--- src/rhsv_pkg.sv ---
// ----------------------------------------------------------------------------
// rhsv_pkg
// shared types, constants and helpers for the rgb to hsv pixel converter
// ----------------------------------------------------------------------------
package rhsv_pkg;

    localparam int CH_W     = 8;
    localparam int TDATA_W  = 3 * CH_W;
    localparam int DIV_BITS = 8;
    localparam int DIV_W    = 16;

    localparam logic [CH_W-1:0] HUE_OFS_RED   = 8'd0;
    localparam logic [CH_W-1:0] HUE_OFS_GREEN = 8'd85;
    localparam logic [CH_W-1:0] HUE_OFS_BLUE  = 8'd171;
    localparam logic [5:0]      HUE_SPAN      = 6'd43;

    // sector decision: max, min and the two channels of the hue difference
    typedef struct packed {
        logic [CH_W-1:0] hi;
        logic [CH_W-1:0] lo;
        logic [CH_W-1:0] dx;
        logic [CH_W-1:0] dy;
        logic [CH_W-1:0] ofs;
    } sel_t;

    // state carried through the shared restoring divider stages
    typedef struct packed {
        logic [DIV_W-1:0] rem_h;
        logic [DIV_W-1:0] rem_s;
        logic [CH_W-1:0]  q_h;
        logic [CH_W-1:0]  q_s;
        logic [CH_W-1:0]  spread;
        logic [CH_W-1:0]  hi;
        logic             neg;
        logic [CH_W-1:0]  ofs;
    } div_t;

    // divisor aligned to quotient bit k
    function automatic logic [DIV_W-1:0] align_div(input logic [CH_W-1:0] d,
                                                   input logic [2:0] k);
        logic [DIV_W-1:0] ext;
        ext = DIV_W'(d);
        return ext << k;
    endfunction

endpackage

--- src/rgb_to_hsv_pixel_top.sv ---
// ----------------------------------------------------------------------------
// rgb_to_hsv_pixel_top
// 8-bit rgb pixel to 8-bit hue, saturation and value, fully pipelined
// ----------------------------------------------------------------------------
// pipeline: select, scale, eight divider stages, output register
// throughput: one pixel per cycle while m_tready is high; each divider stage
//   resolves one quotient bit of both divisions; a low m_tready stalls the pipe
// reset: aresetn low at a clock edge clears all stage valid bits; payload
//   registers are not reset
module rgb_to_hsv_pixel_top (
    input  logic                          aclk,
    input  logic                          aresetn,
    // input channel
    input  logic                          s_tvalid,
    output logic                          s_tready,
    input  logic [rhsv_pkg::TDATA_W-1:0]  s_tdata,   // red[7:0], green[15:8], blue[23:16]
    // result channel
    output logic                          m_tvalid,
    input  logic                          m_tready,
    output logic [rhsv_pkg::TDATA_W-1:0]  m_tdata    // hue[7:0], saturation[15:8], brightness[23:16]
);
    import rhsv_pkg::*;

    // ------------------------------------------------------------------
    // stage ready chain: a stage loads when it is empty or drains onward
    // ------------------------------------------------------------------
    logic            out_vld_reg;
    logic [TDATA_W-1:0] out_data_reg;
    logic            out_rdy;

    logic            sel_vld_reg;
    sel_t            sel_reg;
    logic            sel_rdy;

    // divider pipe: index 0 is the scaled dividends, index k after k bits
    logic            div_vld_reg [0:DIV_BITS];
    div_t            div_reg     [0:DIV_BITS];
    logic            div_rdy     [0:DIV_BITS];

    assign out_rdy = !out_vld_reg || m_tready;
    assign div_rdy[DIV_BITS] = !div_vld_reg[DIV_BITS] || out_rdy;

    genvar gi;
    generate
        for (gi = 0; gi < DIV_BITS; gi++) begin : g_rdy
            assign div_rdy[gi] = !div_vld_reg[gi] || div_rdy[gi+1];
        end
    endgenerate

    assign sel_rdy  = !sel_vld_reg || div_rdy[0];
    assign s_tready = sel_rdy;

    // ------------------------------------------------------------------
    // stage 1: max, min and sector (red wins ties, then green)
    // ------------------------------------------------------------------
    logic [CH_W-1:0] red, green, blue;
    sel_t            sel_next;

    assign red   = s_tdata[CH_W-1:0];
    assign green = s_tdata[2*CH_W-1:CH_W];
    assign blue  = s_tdata[3*CH_W-1:2*CH_W];

    always_comb begin
        sel_next = '0;
        priority if (red >= green && red >= blue) begin
            sel_next.hi  = red;
            sel_next.lo  = (green < blue) ? green : blue;
            sel_next.dx  = green;
            sel_next.dy  = blue;
            sel_next.ofs = HUE_OFS_RED;
        end else if (green >= blue) begin
            sel_next.hi  = green;
            sel_next.lo  = (red < blue) ? red : blue;
            sel_next.dx  = blue;
            sel_next.dy  = red;
            sel_next.ofs = HUE_OFS_GREEN;
        end else begin
            sel_next.hi  = blue;
            sel_next.lo  = (red < green) ? red : green;
            sel_next.dx  = red;
            sel_next.dy  = green;
            sel_next.ofs = HUE_OFS_BLUE;
        end
    end

    always_ff @(posedge aclk) begin
        if (!aresetn) begin
            sel_vld_reg <= 1'b0;
        end else if (sel_rdy) begin
            sel_vld_reg <= s_tvalid;
        end
    end

    always_ff @(posedge aclk) begin
        if (sel_rdy && s_tvalid) begin
            sel_reg <= sel_next;
        end
    end

    // ------------------------------------------------------------------
    // stage 2: spread, magnitude of the difference, both dividends
    //   hue dividend = 43 * |diff|, sat dividend = 255 * spread
    // ------------------------------------------------------------------
    div_t            scl_next;
    logic [CH_W-1:0] spread;
    logic [CH_W-1:0] abs_diff;
    logic            neg;

    always_comb begin
        spread   = sel_reg.hi - sel_reg.lo;
        neg      = sel_reg.dy > sel_reg.dx;
        abs_diff = neg ? (sel_reg.dy - sel_reg.dx) : (sel_reg.dx - sel_reg.dy);
        scl_next        = '0;
        scl_next.rem_h  = DIV_W'(abs_diff) * DIV_W'(HUE_SPAN);
        scl_next.rem_s  = {spread, {CH_W{1'b0}}} - DIV_W'(spread);
        scl_next.spread = spread;
        scl_next.hi     = sel_reg.hi;
        scl_next.neg    = neg;
        scl_next.ofs    = sel_reg.ofs;
    end

    always_ff @(posedge aclk) begin
        if (!aresetn) begin
            div_vld_reg[0] <= 1'b0;
        end else if (div_rdy[0]) begin
            div_vld_reg[0] <= sel_vld_reg;
        end
    end

    always_ff @(posedge aclk) begin
        if (div_rdy[0] && sel_vld_reg) begin
            div_reg[0] <= scl_next;
        end
    end

    // ------------------------------------------------------------------
    // stages 3..10: restoring division, one quotient bit per stage for
    //   both the hue and the saturation quotient, msb first
    // ------------------------------------------------------------------
    generate
        for (gi = 0; gi < DIV_BITS; gi++) begin : g_div
            localparam logic [2:0] BIT_K = 3'(DIV_BITS - 1 - gi);

            div_t             step_next;
            logic [DIV_W-1:0] dvs_h;
            logic [DIV_W-1:0] dvs_s;

            always_comb begin
                step_next = div_reg[gi];
                dvs_h     = align_div(div_reg[gi].spread, BIT_K);
                dvs_s     = align_div(div_reg[gi].hi, BIT_K);
                if (div_reg[gi].rem_h >= dvs_h) begin
                    step_next.rem_h      = div_reg[gi].rem_h - dvs_h;
                    step_next.q_h[BIT_K] = 1'b1;
                end
                if (div_reg[gi].rem_s >= dvs_s) begin
                    step_next.rem_s      = div_reg[gi].rem_s - dvs_s;
                    step_next.q_s[BIT_K] = 1'b1;
                end
            end

            always_ff @(posedge aclk) begin
                if (!aresetn) begin
                    div_vld_reg[gi+1] <= 1'b0;
                end else if (div_rdy[gi+1]) begin
                    div_vld_reg[gi+1] <= div_vld_reg[gi];
                end
            end

            always_ff @(posedge aclk) begin
                if (div_rdy[gi+1] && div_vld_reg[gi]) begin
                    div_reg[gi+1] <= step_next;
                end
            end
        end
    endgenerate

    // ------------------------------------------------------------------
    // stage 11: signed hue offset, gray override, output register
    // ------------------------------------------------------------------
    div_t               fin;
    logic [CH_W-1:0]    hue_next;
    logic [CH_W-1:0]    sat_next;
    logic [TDATA_W-1:0] out_data_next;

    assign fin = div_reg[DIV_BITS];

    always_comb begin
        // gray pixel (zero spread) gives hue 0 and saturation 0
        if (fin.spread == '0) begin
            hue_next = '0;
            sat_next = '0;
        end else begin
            hue_next = fin.neg ? (fin.ofs - fin.q_h) : (fin.ofs + fin.q_h);
            sat_next = fin.q_s;
        end
        out_data_next = {fin.hi, sat_next, hue_next};
    end

    always_ff @(posedge aclk) begin
        if (!aresetn) begin
            out_vld_reg <= 1'b0;
        end else if (out_rdy) begin
            out_vld_reg <= div_vld_reg[DIV_BITS];
        end
    end

    always_ff @(posedge aclk) begin
        if (out_rdy && div_vld_reg[DIV_BITS]) begin
            out_data_reg <= out_data_next;
        end
    end

    assign m_tvalid = out_vld_reg;
    assign m_tdata  = out_data_reg;

endmodule
--- config.mk ---
export PLATFORM = sky130hd
export DESIGN_NAME = rgb_to_hsv_pixel_top
export DESIGN_NICKNAME = d
export VERILOG_FILES = /design/src/rhsv_pkg.sv /design/src/rgb_to_hsv_pixel_top.sv
export SDC_FILE = /design/constraint.sdc
export NUM_CORES = 1
export LEC_CHECK = 0
export BUFFER_PORTS_ARGS = -buffer_cell sky130_fd_sc_hd__buf_4
export CAP_MARGIN = 30
export CORE_ASPECT_RATIO = 0.75
export CORE_MARGIN = 2
export CORE_UTILIZATION = 60
export CTS_CLUSTER_DIAMETER = 80
export DETAILED_ROUTE_END_ITERATION = 8
export GPL_ROUTABILITY_DRIVEN = 0
export PLACE_DENSITY = 0.8
export REMOVE_ABC_BUFFERS = 1
export SYNTH_ARGS = -nofsm -noshare
export SYNTH_HDL_FRONTEND = slang
export SYNTH_SLANG_ARGS = --single-unit
--- constraint.sdc ---
create_clock -name aclk -period 16.7 [get_ports aclk]
set_input_delay 2.505 -clock aclk [delete_from_list [all_inputs] [get_ports aclk]]
set_output_delay 2.505 -clock aclk [all_outputs]
set_load 0.01 [all_outputs]
======== Word level (Yosys, flattened, before mapping) ========
Memories as Yosys holds them, arrays and structs flattened.
Index checks and enable logic that the tools add are counted.
word-level totals
  register bits after elaboration ......... 66
  memory bits (writable) .................. 666
  output and inout port bits .............. 26
  logic and storage cells ................. 195
  memories kept ........................... 2
memory list
  memory       depth  bits a word  rd ports  clocked after memory_dff  write ports  line                        text
  div_reg      9      73           9         0                         9            rgb_to_hsv_pixel_top.sv:37  div_t div_reg [0:DIV_BITS];
  div_vld_reg  9      1            9         0                         9            rgb_to_hsv_pixel_top.sv:36  logic div_vld_reg [0:DIV_BITS];
cells by class
  $add $sub $neg .......................... 22
  multipliers ............................. 1
  order comparisons ....................... 23
  multiplexer cells ....................... 94
  bitwise gates (word level) .............. 9
  reductions and logical operators ........ 35
operators by type and width
  cell                                                                 count
  16-bit 2-to-1 mux                                                    16
  40-bit 2-to-1 mux                                                    2
  1-bit 2-to-1 mux                                                     71
  16-bit by 8-bit subtractor with 16-bit output                        3
  8-bit 2-to-1 mux                                                     5
  16-bit by 10-bit >= comparator with 1-bit output                     2
  16-bit by 11-bit >= comparator with 1-bit output                     2
  16-bit by 12-bit >= comparator with 1-bit output                     2
  16-bit by 13-bit >= comparator with 1-bit output                     2
  16-bit by 14-bit >= comparator with 1-bit output                     2
  16-bit by 15-bit >= comparator with 1-bit output                     2
  16-bit by 8-bit >= comparator with 1-bit output                      2
  16-bit by 9-bit >= comparator with 1-bit output                      2
  16-bit by 10-bit subtractor with 16-bit output                       2
  16-bit by 11-bit subtractor with 16-bit output                       2
  16-bit by 12-bit subtractor with 16-bit output                       2
  16-bit by 13-bit subtractor with 16-bit output                       2
  16-bit by 14-bit subtractor with 16-bit output                       2
  16-bit by 15-bit subtractor with 16-bit output                       2
  16-bit by 9-bit subtractor with 16-bit output                        2
  8-bit subtractor                                                     4
  8-bit >= comparator                                                  3
  8-bit < comparator                                                   3
  8-bit by 6-bit multiplier with 14-bit output, second input constant  1
  7 further kinds                                                      46

======== Logic depth before layout (Yosys ltp) ========
  word-level depth ........................ 15
  gate-level depth with buffers ........... 23

======== Worst setup path before layout ========
OpenSTA, ideal clock, no wires.
  kind .................................... input-to-reg
  start point ............................. input port m_tready
  end point ............................... memory div_vld_reg[3] (data pin)
  setup time .............................. 0.163 ns
  arrival ................................. 7.596 ns
  setup slack ............................. 8.941 ns
  stages on the path ...................... 4
  path buffers ............................ 0
  path through ............................ and4b_1 -> and4_1 -> a21boi_0 -> and2_1
RTL lines
  element             line                        text
  start: declaration  rgb_to_hsv_pixel_top.sv:19  input logic m_tready,
  end: declaration    rgb_to_hsv_pixel_top.sv:36

======== Worst setup path in the final report ========
  start point ............................. input port m_tready
  end point ............................... output port s_tready
on the way
  cells in the longest elaborated chain, start to end .. 11
RTL lines
  element                         line                        text
  1-bit logical OR                rgb_to_hsv_pixel_top.sv:40  assign out_rdy = !out_vld_reg || m_tready;
  1-bit logical OR                rgb_to_hsv_pixel_top.sv:41  assign div_rdy[DIV_BITS] = !div_vld_reg[DIV_BITS] || out_rdy;
  1-bit logical OR (8 in series)  rgb_to_hsv_pixel_top.sv:46  assign div_rdy[gi] = !div_vld_reg[gi] || div_rdy[gi+1];
  1-bit logical OR                rgb_to_hsv_pixel_top.sv:50  assign sel_rdy = !sel_vld_reg || div_rdy[0];
  end: declaration                rgb_to_hsv_pixel_top.sv:15  output logic s_tready,
Every way passes these cells.

==> results.md <==
* PortBufs at 53
* Cts bufs inserted at 51
* Drc violations at 0
* Worst reg2reg setup slack at between 9 and 10 ns
* Power per cell area at 129.6 nW/um^2
* Mapped Cells at about 2400
* Core outline area at about 50000 um^2
* Count of cell types in the netlist at roughly 80
* HP Start: div_reg[3][40]$_DFFE_PP_
* Clock Tree Buf Depth at 3
* Worst Hold Class: flip-flop to flip-flop
* Final Max Slew Viols at 0
* CP arrival at 4.54 ns
* Post-synth top flop: edfxtp_1
* Post-CTS Hold Fix Bufs at 0
* Sinks on Clock Net at 568
* Via count at around 19000
* Routed WL at between 50 and 60 mm
* Grt met2 use at 0.3903
* Worst Path Required at roughly 14 ns
* CP max FO at 6
* Post-DP HPWL at 38.80 mm
* Ys async rst share at 0
* Critical path's most frequent cell: buf_4
* Net total in the final layout at ~2700
* Worst setup margin at between 9 and 10 ns
* Global routing's busiest layer: met2
* Die height at about 200 um
* Initial core utilization at 0.6101
* Wire length per cell at 17.18 um
* Pleak at around 0.013 uW
* Cell breakdown of the critical path: buf_4 > and4b_1 > and4_1 > and3_1 > and2_0 > nand3_1 > buf_4
* Max Fclk at 142.0 MHz
* FF+latch count, synth at 568
* Clock Tree Root: clkbuf_16
* Drt first pass iters at 6
* Crit-path max cell delay at between 0.4 and 0.5 ns
* Die area at 51600 um^2
* # rows at 70
* Largest net degree at the start of global routing at 67
* Max reg flops at between 400 and 500
* Vias in the first global route at between 15000 and 20000
* FF-to-FF Start: sel_reg[8]$_DFFE_PP_
* Area grow syn2layout at 9.994%
* Antenna violations before repair at 0
* Io pins at 54
* EDFF count, synth at roughly 570
* Worst path slowest cell: and2_0
* Die W at around 260 um
* Clk slew on worst S/H paths at around 0.070 ns
* Crit share post-route at 0.4216
* Crit path time final at a little over 7 ns
* GR Util met3 at 0.03400
* Fillcell total at 3243
* Worst Path Class, Setup: input port to primary output
* Share of layout cells above drive strength 1 at 0.09384
* Worst-Margin Slew at around 0.99 ns
* Total GRT Usage at 0.2167
* Worst-Skew Late Latency at roughly 0.63 ns
* CTS H-tree depth at 2
* Slew headroom at 0.3380
* First-pass GRT wire length at between 90 and 100 mm
* Synthesized cell area at ~30000 um^2
* RSZ-0062 raised after global routing: no
* Sequential area share after synthesis at 0.5700
* Worst r2r dst: div_reg[0][70]$_DFFE_PP_
* Met1 GRT Util at 0.2687
* Initial drt markers at roughly 1400
* Post-synthesis average cell area at between 10 and 15 um^2
* Final setup vio count at 0
* Worst Clk Skew at between 0.04 and 0.05 ns
* Synth warnings at 0
* Outcome: complete, no violations
* CP Launch Type: input port
* Vias/cell at between 5 and 6
* Antenna Violating Nets Remaining at 0
* Fin. Hold Viols at 0
* Post-CTS setup buffer count at 0
* Pre-CTS WS at about 9.7 ns
* Antenna diode count at 0
* Post-cts gate resize count at 0
* R2R cell count at 23
* Setup_tns at 0 ns
* Maxcap violations at 0
* CTS tree: done
* Min-Delay Path Depth at 0
* Overflow after GRT at 0
* Hold EP: div_reg[4][40]$_DFFE_PP_
* Crit. End Element: primary output
* Maximum VDD drop at approximately 0.00023 V
[metal layers]
layer	vias up	wire (um)
met3	133	2581
met4	0	1483
li1	8996	-
met5	-	0
met2	594	27380
met1	8895	22880
[cells in the mapped netlist (25+ instances only)]
master | count | share of area
edfxtp_1 | 565 | 0.57
fa_1 | 27 | 0.018
and2_1 | 29 | 0.0061
mux2i_1 | 68 | 0.023
a21o_1 | 33 | 0.0083
nor2b_1 | 53 | 0.011
o21ai_0 | 113 | 0.019
a21oi_1 | 96 | 0.016
o21a_1 | 37 | 0.0093
nor3_1 | 62 | 0.010
mux2_2 | 45 | 0.017
nand3_1 | 31 | 0.0052
inv_1 | 275 | 0.035
xor2_1 | 55 | 0.016
nor2_1 | 118 | 0.015
o31ai_1 | 25 | 0.0063
nand2_1 | 120 | 0.015
ha_1 | 216 | 0.090
xnor2_1 | 68 | 0.020
[layout make-up]
cell class	instances	area, um^2	area share
timing repair buffer	69	558.0	0.01698
tap	648	810.8	0.02468
clock inverter	33	406.6	0.01238
clock buffer	59	1306	0.03976
multi-input combinational	1509	11710	0.3564
sequential	568	17030	0.5182
inverter	277	1040	0.03165
[cell usage in the layout (no fill, tap or decap), drive strengths merged, types with 25 or more instances in the layout]
| cell | n |
|---|---|
| a21o | 33 |
| ha | 216 |
| a21oi | 96 |
| xnor2 | 68 |
| mux2i | 68 |
| xor2 | 55 |
| nand2 | 122 |
| nor3 | 66 |
| o21a | 37 |
| clkbuf | 59 |
| o21ai | 117 |
| and2 | 30 |
| edfxtp | 565 |
| buf | 69 |
| fa | 27 |
| inv | 278 |
| nand3 | 31 |
| o31ai | 25 |
| mux2 | 45 |
| nor2b | 53 |
| nor2 | 118 |
[where the power goes]
| group | leakage (uW) | internal [uW] | total (uW) | switching (uW) |
|---|---|---|---|---|
| logic | 0.00676 | 589 | 1330 | 743 |
| registers | 0.00508 | 1700 | 1730 | 29.4 |
| clock network | 0.000819 | 674 | 1190 | 517 |
[logic make-up (layout without fill, tap and decap cells)]
| kind of cell | count (synthesis) | count (layout) | share of synthesized area |
|---|---|---|---|
| buf+inv | 315 | 438 | 0.04109 |
| flops | 568 | 568 | 0.5700 |
| xor+xnor | 123 | 123 | 0.03606 |
| simple gates | 563 | 563 | 0.09948 |
| mux | 113 | 113 | 0.03975 |
| compound gates | 467 | 467 | 0.1051 |
| fa+ha+maj | 243 | 243 | 0.1086 |
[how the worst max path moves through the flow]
| stage | from | to | slack, ns | depth (start not counted) |
|---|---|---|---|---|
| after detailed placement | m_tready | s_tready | 9.69 | 7 |
| final | m_tready | s_tready | 9.66 | 7 |
| after global routing | sel_reg[8]$_DFFE_PP_ | div_reg[0][70]$_DFFE_PP_ | 9.46 | 22 |
| after CTS | m_tready | s_tready | 9.68 | 7 |
| after floorplan | m_tready | div_vld_reg[3]$_DFFE_PP_ | 8.94 | 4 |
| after global placement | m_tready | s_tready | 9.75 | 7 |
[stage by stage]
stage | instance area [um^2] | std cells | hold WS, ns | util | power (uW)
final | 32860 | 3163 | 0.3790 | 0.6711 | 4258
after global routing | 32860 | 3163 | 0.3795 | 0.6711 | 4551
after CTS | 32830 | 3160 | 0.3688 | 0.6705 | 4282
after detailed placement | 31110 | 3068 | 0.4045 | 0.6355 | 3084
after global placement | 31060 | 3065 | 0.4022 | 0.6344 | 3012
after floorplan | 29680 | 2354 | 0.4003 | - | 2810
[worst max-delay path: cells and delay by family]
kind                   cells  cell delay [ns]
and+or+nand+nor            5             1.73
buffers and inverters      2             0.28
(Power assumes the default switching activity.)
